`src/sv/hpt_pkg.sv`:
```
// ----------------------------------------------------------------------------
// hpt_pkg: shared types and constants of the HDR pixel tone mapper
// Register indexes, operator codes, pipeline depths and the item record
// handed from the front end through the queue to the arithmetic back end.
// ----------------------------------------------------------------------------
package hpt_pkg;

   localparam int SAMPLE_BITS_DEF = 32;
   localparam int QUEUE_DEPTH     = 2;
   localparam int CHANNELS        = 3;

   // restoring divider steps for (x << 16) / divisor
   localparam int DIV_STAGES  = 48;
   // stages between the normalised value and the final select
   localparam int LOG_STAGES  = 22;
   // quotient bits of the Reinhard divider
   localparam int RH_STEPS    = 17;
   localparam int FRAC_BITS   = 16;
   localparam int BACK_STAGES = DIV_STAGES + LOG_STAGES + 2;

   localparam logic [2:0] MODE_CLAMP       = 3'd0;
   localparam logic [2:0] MODE_EQUALIZE    = 3'd1;
   localparam logic [2:0] MODE_CLAMP_NORM  = 3'd2;
   localparam logic [2:0] MODE_GAMMA       = 3'd3;
   localparam logic [2:0] MODE_CLAMP_GAMMA = 3'd4;
   localparam logic [2:0] MODE_REINHARD    = 3'd5;

   localparam logic [1:0] REG_MODE        = 2'd0;
   localparam logic [1:0] REG_CLAMP_LEVEL = 2'd1;
   localparam logic [1:0] REG_IMAGE_MAX   = 2'd2;
   localparam logic [1:0] REG_GAMMA       = 2'd3;

   localparam logic [31:0] ONE_Q = 32'd65536;

   typedef struct packed {
      logic [2:0]  mode;
      logic [31:0] clamp_level;
      logic [31:0] image_max;
      logic [15:0] gamma_exponent;
   } cfg_type;

   typedef struct packed {
      logic [2:0]                mode;
      logic                      sel_im;
      logic [CHANNELS-1:0]       over;
      logic [CHANNELS-1:0][31:0] x;
      logic [CHANNELS-1:0][31:0] bypass;
   } item_type;

   function automatic logic [31:0] ceil_value(input int sample_bits);
      logic [31:0] c;
      if (sample_bits >= 32) begin
         c = 32'hFFFF_FFFF;
      end else begin
         c = (32'd1 << sample_bits) - 32'd1;
      end
      return c;
   endfunction

endpackage

```
`src/sv/hpt_queue.sv`:
```
// ----------------------------------------------------------------------------
// hpt_queue: short FIFO between front end and back end
// Lets the front take a pixel while the back end is frozen, and the
// reverse.
// ----------------------------------------------------------------------------
module hpt_queue #(
   parameter int DEPTH = hpt_pkg::QUEUE_DEPTH
) (
   input  logic              clock,
   input  logic              reset,
   input  logic              push_valid,
   output logic              push_ready,
   input  hpt_pkg::item_type push_item,
   input  logic              pop,
   output logic              pop_valid,
   output hpt_pkg::item_type pop_item
);

   localparam int PTR_W = (DEPTH > 1) ? $clog2(DEPTH) : 1;
   localparam int CNT_W = $clog2(DEPTH + 1);

   hpt_pkg::item_type entry_ff [DEPTH];
   logic [PTR_W-1:0]  wr_ptr_ff, wr_ptr_in, rd_ptr_ff, rd_ptr_in;
   logic [CNT_W-1:0]  count_ff, count_in;
   logic              push;

   assign push_ready = count_ff < CNT_W'(DEPTH);
   assign pop_valid  = count_ff != '0;
   assign pop_item   = entry_ff[rd_ptr_ff];
   assign push       = push_valid && push_ready;

   always_comb begin
      wr_ptr_in = wr_ptr_ff;
      rd_ptr_in = rd_ptr_ff;
      count_in  = count_ff;
      if (push) begin
         wr_ptr_in = (wr_ptr_ff == PTR_W'(DEPTH - 1)) ? '0 : wr_ptr_ff + 1'b1;
      end
      if (pop) begin
         rd_ptr_in = (rd_ptr_ff == PTR_W'(DEPTH - 1)) ? '0 : rd_ptr_ff + 1'b1;
      end
      if (push && !pop) begin
         count_in = count_ff + 1'b1;
      end else if (pop && !push) begin
         count_in = count_ff - 1'b1;
      end
   end

   always_ff @(posedge clock) begin
      if (reset) begin
         wr_ptr_ff <= '0;
         rd_ptr_ff <= '0;
         count_ff  <= '0;
      end else begin
         wr_ptr_ff <= wr_ptr_in;
         rd_ptr_ff <= rd_ptr_in;
         count_ff  <= count_in;
      end
   end

   always_ff @(posedge clock) begin
      if (push) begin
         entry_ff[wr_ptr_ff] <= push_item;
      end
   end

endmodule

```
`config.mk`:
```
export PLATFORM = sky130hd
export DESIGN_NAME = hpt_queue
export DESIGN_NICKNAME = d
export VERILOG_FILES = /design/src/sv/hpt_pkg.sv /design/src/sv/hpt_queue.sv
export SDC_FILE = /design/constraint.sdc
export NUM_CORES = 1
export LEC_CHECK = 0
export BUFFER_PORTS_ARGS = -buffer_cell sky130_fd_sc_hd__buf_2
export CAP_MARGIN = 20
export CORE_UTILIZATION = 45
export CTS_CLUSTER_DIAMETER = 30
export DETAILED_ROUTE_END_ITERATION = 16
export GPL_TIMING_DRIVEN = 0
export PLACE_DENSITY_LB_ADDON = 0.08
export SYNTH_ARGS = -nofsm -noshare
export SYNTH_HDL_FRONTEND = slang
export SYNTH_SLANG_ARGS = --single-unit
```
`constraint.sdc`:
```
create_clock -name clock -period 12.3 [get_ports clock]
set_input_delay 2.46 -clock clock [delete_from_list [all_inputs] [get_ports clock]]
set_output_delay 2.46 -clock clock [all_outputs]
set_load 0.005 [all_outputs]
```
==> out/metrics.yaml <==
timing:
  fin_crit_ns: 4.433
  worstMarginPinSlew_ns: 0.6327
  hold_violations: 0
  max_slew_margin_pct: 57.73
  rsz0062_at_grt: "no"
  worst_slack_ns: 7.867
  finalSetupViolCount: 0
  hold_slack_ns: 0.5079
  min_period_over_period_pct: 36.04
  drv_slew: 0
  finalClockSkew_ns: 0.01478
  timing.fmax_mhz: 225.6
synthesis:
  synth_seq_cells: 403
  synth_cell_types: 17
  syn-cell-area_um2: 14980
  synth_mux_area_share_pct: 17.47
  synth_cells: 642
  synth_top_family_by_area: "multiplexers"
  synthXorXnorAreaFrac_pct: 0.2339
  synth_compound_area_share_pct: 0.06683
  post_synth.cell_area_avg_um2: 23.33
  yosysSeqAreaShare_pct: 80.47
  ys_warn_count: 0
  synth.net_count: 846
  synthAdderAreaFrac_pct: 0.08354
  synthSimpleGateAreaFrac_pct: 0.3091
floorplan:
  coreArea_um2: 32620
  die_width_um: 184.4
  io_pins: 404
  die_area_um2: 34020
  die_h_um: 184.4
  placementRows: 66
  start_util_pct: 45.91
run:
  maxCapViolations: 0
final_layout:
  area_growth_pct: 38.48
  nets: 1349
  final_common_cell: "buf_2"
  multiInputGateArea_um2: 2730
  finalNonFillerCells: 1660
  seq_area_um2: 12050
  drive_gt1_share_pct: 64.09
  nFillCells: 2414
  final_cell_mix: "411 x buf_2, 398 x edfxtp_1, 100 x mux2_4, 99 x mux2_2, 89 x clkbuf_16"
  final_cell_area_um2: 20740
clock_network:
  htreeDepth: 3
  cts-root-buf: "clkbuf_16"
  numCtsBuffers: 87
  path_clk_slew_ns: 0.05
  cts_resized: 0
  cts_setup_buffers: 0
  clock-sinks: 403
  clockBufferDepth: 3
  cts_tree: "done"
  cts_hold_buf: 0
  clk_latency_ns: 0.58
placement:
  io_buffers: 403
  dp_cells: 1498
  post-dp-hpwl_um: 21050
  postPlaceCellArea_um2: 17810
  dpl_worst_slack_ns: 7.789
  place_congestion: 0.7152
worst_setup_path:
  crit_family: "buffers and inverters"
  crit_arrival_ns: 1.97
  crit_chain: "buf_6 -> buf_6 -> buf_6 -> mux2_4 -> buf_2"
  critical_path_required_ns: 9.84
  cp_max_fo: 10
  worst-path-buf-inv: 4
  cp_slowest_cell: "dfxtp_1"
  slowest_delay_ns: 0.32
  reg2reg_slack_ns: 10.03
  start_kind: "flop"
  path_class: "reg2out"
  end_kind: "output port"
  crit_top_cell: "buf_6"
detailed_routing:
  viasPerCell: 4.743
  drtIter0Drc: 343
  wl_per_cell_um: 18.81
  drtPass1Iterations: 4
  wl_um: 31230
  drc: 0
  num_vias: 7873
  ant_nets: 0
global_routing:
  antenna_found_initial: 12
  grt.total_usage_pct: 18.02
  grt_pass1_wl_um: 44650
  grt.overflow.total: 0
  grt_max_degree: 63
  grt_pass1_vias: 7955
pwr:
  cellPowerDensity_nw_per_um2: 217.6
  power_mw: 4.514
  p_leak_nw: 8.130
  ir_drop_v: 0.0001583
worst_hold_path:
  min_path_type: "reg2reg"
status:
  status: "finished clean"
## registers in the layout, indices dropped and copies added (netlist names), named ones only
name	cells
entry_ff	398
rd_ptr_ff	1
wr_ptr_ff	1
count_ff	2
## path summary, 6_finish.rpt
path | depth (start not counted) | to | startpoint
worst max register to register | 5 | entry_ff[0][139]$_DFFE_PP_ | count_ff[1]$_SDFFE_PP0P_
worst max-delay path | 5 | pop_item[107] | flop
worst min register to register | 2 | flop | rd_ptr_ff$_SDFFE_PP0P_
worst min-delay path | 2 | flop | rd_ptr_ff$_SDFFE_PP0P_
## layer usage
layer  GRT usage, %  share of wire (%)
met5              0               0.25
met1          18.89                 35
met2          30.23                 51
met3          8.773                 11
met4          8.533                2.7
## through the flow
step / util, % / setup TNS [ns]
6_report: 63.58 / 0
5_1_grt: 63.58 / 0
4_1_cts: 63.55 / 0
3_5_place_dp: 54.59 / 0
3_3_place_gp: 53.79 / -1163.98
2_1_floorplan: - / 0
## cells by family after synthesis
group | after synthesis
AOI/OAI and AO/OA | 2
and+or+nand+nor | 9
muxes | 199
buffers and inverters | 24
adders and majority gates | 1
DFF | 403
xor gates and xnor gates | 4
## worst reg2reg max path, stage by stage, from the launching register on
cell	delay (ns)
dfxtp_1	0.33
nor2b_1	0.30
nor2b_4	0.63
buf_16	0.25
buf_12	0.20
buf_12	0.22
## cell usage after synthesis
cell type	count	area (um2)
ha_1	1	12.51
nor2_1	4	15.01
a21oi_1	1	5.000
o21ai_0	1	5.000
buf_6	14	157.7
buf_2	8	40.04
and2_1	1	6.260
mux2_2	99	1115
xor2_1	2	17.52
dfxtp_1	5	100.1
or3_1	1	6.260
nor2b_1	2	12.51
mux2_4	100	1501
xnor2_1	2	17.52
edfxtp_1	398	11950
or2_2	1	6.260
inv_1	2	7.510
## power breakdown
part,total [mW],leakage [nW],switching [mW],internal [mW]
clock network,2.26,1.38,0.712,1.55
registers,1.74,3.75,0.0325,1.70
logic,0.520,3.00,0.254,0.266
## layout make-up
type | instances | share of cell area [%]
flip-flops and latches | 403 | 58.11
multi-input cells | 215 | 13.16
repair buffers | 414 | 10.93
clock buffers | 95 | 10.85
clock inverters | 63 | 3.246
well taps | 442 | 2.667
plain buffers | 22 | 0.9532
diodes | 4 | 0.04826
inverters | 2 | 0.03620
Note: power is estimated with default switching activity, not from simulation.
