<file path="config.mk">
export PLATFORM = sky130hd
export DESIGN_NAME = hpt_front
export DESIGN_NICKNAME = d
export VERILOG_FILES = /design/src/sv/hpt_pkg.sv /design/src/sv/hpt_front.sv
export SDC_FILE = /design/constraint.sdc
export NUM_CORES = 1
export LEC_CHECK = 0
export BUFFER_PORTS_ARGS = -buffer_cell sky130_fd_sc_hd__buf_2
export CAP_MARGIN = 20
export CELL_PAD_IN_SITES_DETAIL_PLACEMENT = 1
export CELL_PAD_IN_SITES_GLOBAL_PLACEMENT = 1
export CORE_UTILIZATION = 42
export CTS_CLUSTER_DIAMETER = 100
export DETAILED_ROUTE_END_ITERATION = 8
export PLACE_DENSITY = 0.83
export SYNTH_ARGS = -nofsm -noshare
export SYNTH_HDL_FRONTEND = slang
export SYNTH_SLANG_ARGS = --single-unit
</file>
<file path="constraint.sdc">
create_clock -name clock -period 32.8 [get_ports clock]
set_input_delay 8.2 -clock clock [delete_from_list [all_inputs] [get_ports clock]]
set_output_delay 8.2 -clock clock [all_outputs]
set_load 0.005 [all_outputs]
</file>
<file path="src/sv/hpt_pkg.sv">
// ----------------------------------------------------------------------------
// hpt_pkg: shared types and constants of the HDR pixel tone mapper
// Register indexes, operator codes, pipeline depths and the item record
// handed from the front end through the queue to the arithmetic back end.
// ----------------------------------------------------------------------------
package hpt_pkg;

   localparam int SAMPLE_BITS_DEF = 32;
   localparam int QUEUE_DEPTH     = 2;
   localparam int CHANNELS        = 3;

   // restoring divider steps for (x << 16) / divisor
   localparam int DIV_STAGES  = 48;
   // stages between the normalised value and the final select
   localparam int LOG_STAGES  = 22;
   // quotient bits of the Reinhard divider
   localparam int RH_STEPS    = 17;
   localparam int FRAC_BITS   = 16;
   localparam int BACK_STAGES = DIV_STAGES + LOG_STAGES + 2;

   localparam logic [2:0] MODE_CLAMP       = 3'd0;
   localparam logic [2:0] MODE_EQUALIZE    = 3'd1;
   localparam logic [2:0] MODE_CLAMP_NORM  = 3'd2;
   localparam logic [2:0] MODE_GAMMA       = 3'd3;
   localparam logic [2:0] MODE_CLAMP_GAMMA = 3'd4;
   localparam logic [2:0] MODE_REINHARD    = 3'd5;

   localparam logic [1:0] REG_MODE        = 2'd0;
   localparam logic [1:0] REG_CLAMP_LEVEL = 2'd1;
   localparam logic [1:0] REG_IMAGE_MAX   = 2'd2;
   localparam logic [1:0] REG_GAMMA       = 2'd3;

   localparam logic [31:0] ONE_Q = 32'd65536;

   typedef struct packed {
      logic [2:0]  mode;
      logic [31:0] clamp_level;
      logic [31:0] image_max;
      logic [15:0] gamma_exponent;
   } cfg_type;

   typedef struct packed {
      logic [2:0]                mode;
      logic                      sel_im;
      logic [CHANNELS-1:0]       over;
      logic [CHANNELS-1:0][31:0] x;
      logic [CHANNELS-1:0][31:0] bypass;
   } item_type;

   function automatic logic [31:0] ceil_value(input int sample_bits);
      logic [31:0] c;
      if (sample_bits >= 32) begin
         c = 32'hFFFF_FFFF;
      end else begin
         c = (32'd1 << sample_bits) - 32'd1;
      end
      return c;
   endfunction

endpackage

</file>
<file path="src/sv/hpt_front.sv">
// ----------------------------------------------------------------------------
// hpt_front: input stage of the tone mapper
// Takes a pixel, picks the divisor, flags channels above the clamp level
// and forms the pass-through values, then hands the item to the queue.
// ----------------------------------------------------------------------------
module hpt_front #(
   parameter int SAMPLE_BITS = hpt_pkg::SAMPLE_BITS_DEF
) (
   input  logic               clock,
   input  logic               reset,
   input  hpt_pkg::cfg_type   cfg,
   input  logic               req_valid,
   output logic               req_stall,
   input  logic [31:0]        req_red_in,
   input  logic [31:0]        req_green_in,
   input  logic [31:0]        req_blue_in,
   input  logic               push_ready,
   output logic               push_valid,
   output hpt_pkg::item_type  push_item
);

   localparam logic [31:0] CEIL = hpt_pkg::ceil_value(SAMPLE_BITS);

   logic              valid_ff, valid_in;
   hpt_pkg::item_type item_ff, item_in;
   logic              load;
   logic [hpt_pkg::CHANNELS-1:0][31:0] px;

   assign px         = {req_blue_in, req_green_in, req_red_in};
   assign load       = !valid_ff || push_ready;
   assign req_stall  = !load;
   assign push_valid = valid_ff;
   assign push_item  = item_ff;

   always_comb begin
      logic [31:0] mn;
      item_in        = item_ff;
      item_in.mode   = cfg.mode;
      item_in.sel_im = (cfg.mode == hpt_pkg::MODE_EQUALIZE) ||
                       (cfg.mode == hpt_pkg::MODE_GAMMA);
      for (int c = 0; c < hpt_pkg::CHANNELS; c++) begin
         mn                = (px[c] < cfg.clamp_level) ? px[c] : cfg.clamp_level;
         item_in.x[c]      = px[c];
         item_in.over[c]   = px[c] > cfg.clamp_level;
         if (cfg.mode == hpt_pkg::MODE_CLAMP) begin
            item_in.bypass[c] = (mn > CEIL) ? CEIL : mn;
         end else begin
            item_in.bypass[c] = (px[c] > CEIL) ? CEIL : px[c];
         end
      end
   end

   always_comb begin
      valid_in = valid_ff;
      if (load) begin
         valid_in = req_valid;
      end
   end

   always_ff @(posedge clock) begin
      if (reset) begin
         valid_ff <= 1'b0;
      end else begin
         valid_ff <= valid_in;
      end
   end

   always_ff @(posedge clock) begin
      if (load && req_valid) begin
         item_ff <= item_in;
      end
   end

endmodule

</file>
==> qor.csv <==
metric;value;unit
r2r-start;push_valid;
synth.top_cell.area_share;0.610;
ant_nets;0;
fin_skew;0.0146;ns
vias_per_cell;5.17;
finalSetupViolCount;0;
ys_seq_elements;200;
tns;0;ns
die_area;23900;um2
crit_path_end_kind;output pin;
synth.most_common_cell;edfxtp_1;
slowest_stage;nor2b_1;
place_congestion;0.798;
hold_violations;0;
ctsHoldBuffers;0;
synth_largest_area_cell;edfxtp_1;
wirelength;28.6;mm
ys.flop_type;edfxtp_1;
grt_max_degree;84;
ios;384;
root_buffer;clkbuf_16;
power_density;48.3;nW/um2
coreArea;22800;um2
yosys_warnings;0;
synth_area_leaders;edfxtp_1 (61%), mux2_4 (14%), ha_1 (12%), a21oi_1 (2.0%), inv_1 (1.5%);
rows;55;
clkSinkCount;200;
avgSynthCellArea;16.2;um2
synthCells;606;
critPathMaxFanout;3;
grt_pass1_vias;7411;
antenna_found_initial;3;
vdd.ir_drop.worst;28.5;uV
regToRegEndpoint;push_item[168];
dpl.hpwl;21.9;mm
ys_seq_area_frac;0.612;
num_vias;6633;
die_h;155;um
post-route-util;0.544;
wl_per_cell;22.3;um
drt-initial-drc-count;285;
slew_headroom;0.271;
worstRegToRegCells;3;
yosys-top-cells-count;edfxtp_1 (199), ha_1 (96), mux2_4 (90), inv_1 (40), a21oi_1 (39);
die_x;155;um
cts_buffer_depth;2;
postCtsSetupBuffers;0;
port_buffers;335;
critPathTopFamily;buffers and inverters;
clk_latency;0.44;ns
hp-class;reg -> reg;
start_util;0.430;
cp_cell_sequence;buf_2, nor2b_1, buf_2;
cp_data_required_time;24.60;ns
overflow;0;
cp_common_cell;buf_2;
ys_types;24;
cts_resized;0;
grt_util_all_layers;0.243;
synth_edf_count;199;
async_flop_share;0;
clk_pin_slew;0.08;ns
syn-num-nets;885;
cp.buffers_inverters;2;
startpoint_type;input pin;
fmax;0.0591;GHz
first_pass_iters;4;
worstHoldEndpoint;push_valid;
maxCapViolCount;0;
syn_area;9790;um2
slew_violations;0;
finalCritPeriodShare;0.516;
cts_tree;built;
cp.arrival;8.73;ns
path_class;in -> out;
p_leak;5.68;nW
status;finished clean;
drive_gt1_frac;0.492;
worst_pin_slew;1.09;ns
fillCellCount;2346;
r2r_setup_slack;30.11;ns
rsz0062_at_grt;false;
grt_pass1_wl;42.8;mm
min_period;16.93;ns
nets;1235;
numCtsBuffers;17;
hold_path.startpoint;push_valid;
synthToLayoutAreaGrowth;26.6;%
hold_depth;3;
drc_errors;0;
htreeDepth;4;
slowest_delay;0.26;ns
## tightest hold or removal path, stage by stage (launching register included)
cell and delay [ns]:
dfxtp_1 0.31, nor2b_1 0.17, nor2_1 0.10, nor2_1 0.05
## through the flow
stage	instance area, um2	hold WS (ns)	power, mW	setup slack (ns)	instances
final	12400	0.665	0.599	15.87	1284
after global routing	12400	0.724	0.620	15.82	1284
after CTS	12400	0.669	0.604	15.87	1282
after detailed placement	11800	0.653	0.396	15.87	1250
after global placement	11800	0.637	0.391	15.88	1250
after floorplan	9790	0.612	0.355	14.95	606
## flip-flops by register name, summed over array words and instances, names as in the netlist
| register | count |
|---|---|
| push_valid | 1 |
| push_item | 199 |
## worst max path at each step
stage	from	end	slack, ns	cells past startpoint
final	push_ready	req_stall	15.87	3
after global routing	push_ready	req_stall	15.82	3
after CTS	push_ready	req_stall	15.87	3
after detailed placement	push_ready	req_stall	15.87	3
after global placement	push_ready	req_stall	15.88	3
after floorplan	push_ready	push_item[0]	14.95	2
## power breakdown
| part | internal [mW] | switching (mW) | total, mW |
|---|---|---|---|
| clock | 0.101 | 0.107 | 0.208 |
| combinational | 0.0384 | 0.0474 | 0.0858 |
| sequential | 0.301 | 0.00406 | 0.305 |
## final cells by class
| cell class | instances | area [um2] | area share |
|---|---|---|---|
| Sequential cell | 200 | 6000 | 0.484 |
| Tap cell | 313 | 392 | 0.0316 |
| Multi-Input combinational cell | 357 | 3570 | 0.288 |
| Antenna cell | 2 | 5.00 | 0.000404 |
| Clock inverter | 14 | 138 | 0.0111 |
| Timing Repair Buffer | 340 | 1710 | 0.138 |
| Inverter | 40 | 150 | 0.0121 |
| Clock buffer | 18 | 429 | 0.0346 |
## cell usage in the layout (no fill, tap or decap)
cell | Yosys | layout
clkinvlp_4 | 0 | 1
a221oi_1 | 6 | 6
buf_2 | 0 | 335
nor2_1 | 8 | 8
or4_4 | 3 | 3
diode_2 | 0 | 2
a21oi_1 | 39 | 39
clkinv_4 | 0 | 4
mux2_4 | 90 | 90
nand2b_1 | 3 | 3
and4_1 | 6 | 6
nand2_1 | 36 | 36
clkinv_8 | 0 | 2
clkinv_2 | 0 | 1
inv_6 | 0 | 4
inv_8 | 0 | 2
clkbuf_1 | 0 | 1
o21bai_4 | 0 | 3
ha_1 | 96 | 96
mux2_2 | 6 | 6
clkbuf_16 | 0 | 17
or3_1 | 1 | 1
edfxtp_1 | 199 | 199
buf_4 | 0 | 5
nand3_1 | 6 | 6
nor3_1 | 12 | 12
dfxtp_1 | 1 | 1
nor2b_4 | 0 | 1
nor2b_1 | 6 | 5
nand4_1 | 9 | 9
a41oi_2 | 3 | 3
inv_1 | 40 | 40
o21ai_0 | 18 | 18
a21o_1 | 3 | 3
nor4_1 | 3 | 3
## cells by family (layout without fill, tap and decap cells)
kind of cell	Yosys count	in the layout	synth area share
DFF	200	200	0.612
adders and majority gates	96	96	0.123
muxes	96	96	0.145
and+or+nand+nor	93	93	0.0490
AOI/OAI and AO/OA	72	72	0.0452
buffers and inverters	49	412	0.0257
other	0	2	0
## metal layers
metal / wire (um) / part of all wire / track usage / up-vias
li1: - / - / - / 3053
met1: 10500 / 0.37 / 0.254 / 3283
met2: 15500 / 0.54 / 0.463 / 255
met3: 1910 / 0.067 / 0.0667 / 42
met4: 619 / 0.022 / 0.0858 / 0
met5: 0 / 0 / 0 / -
Note: power is estimated with default switching activity, not from simulation.
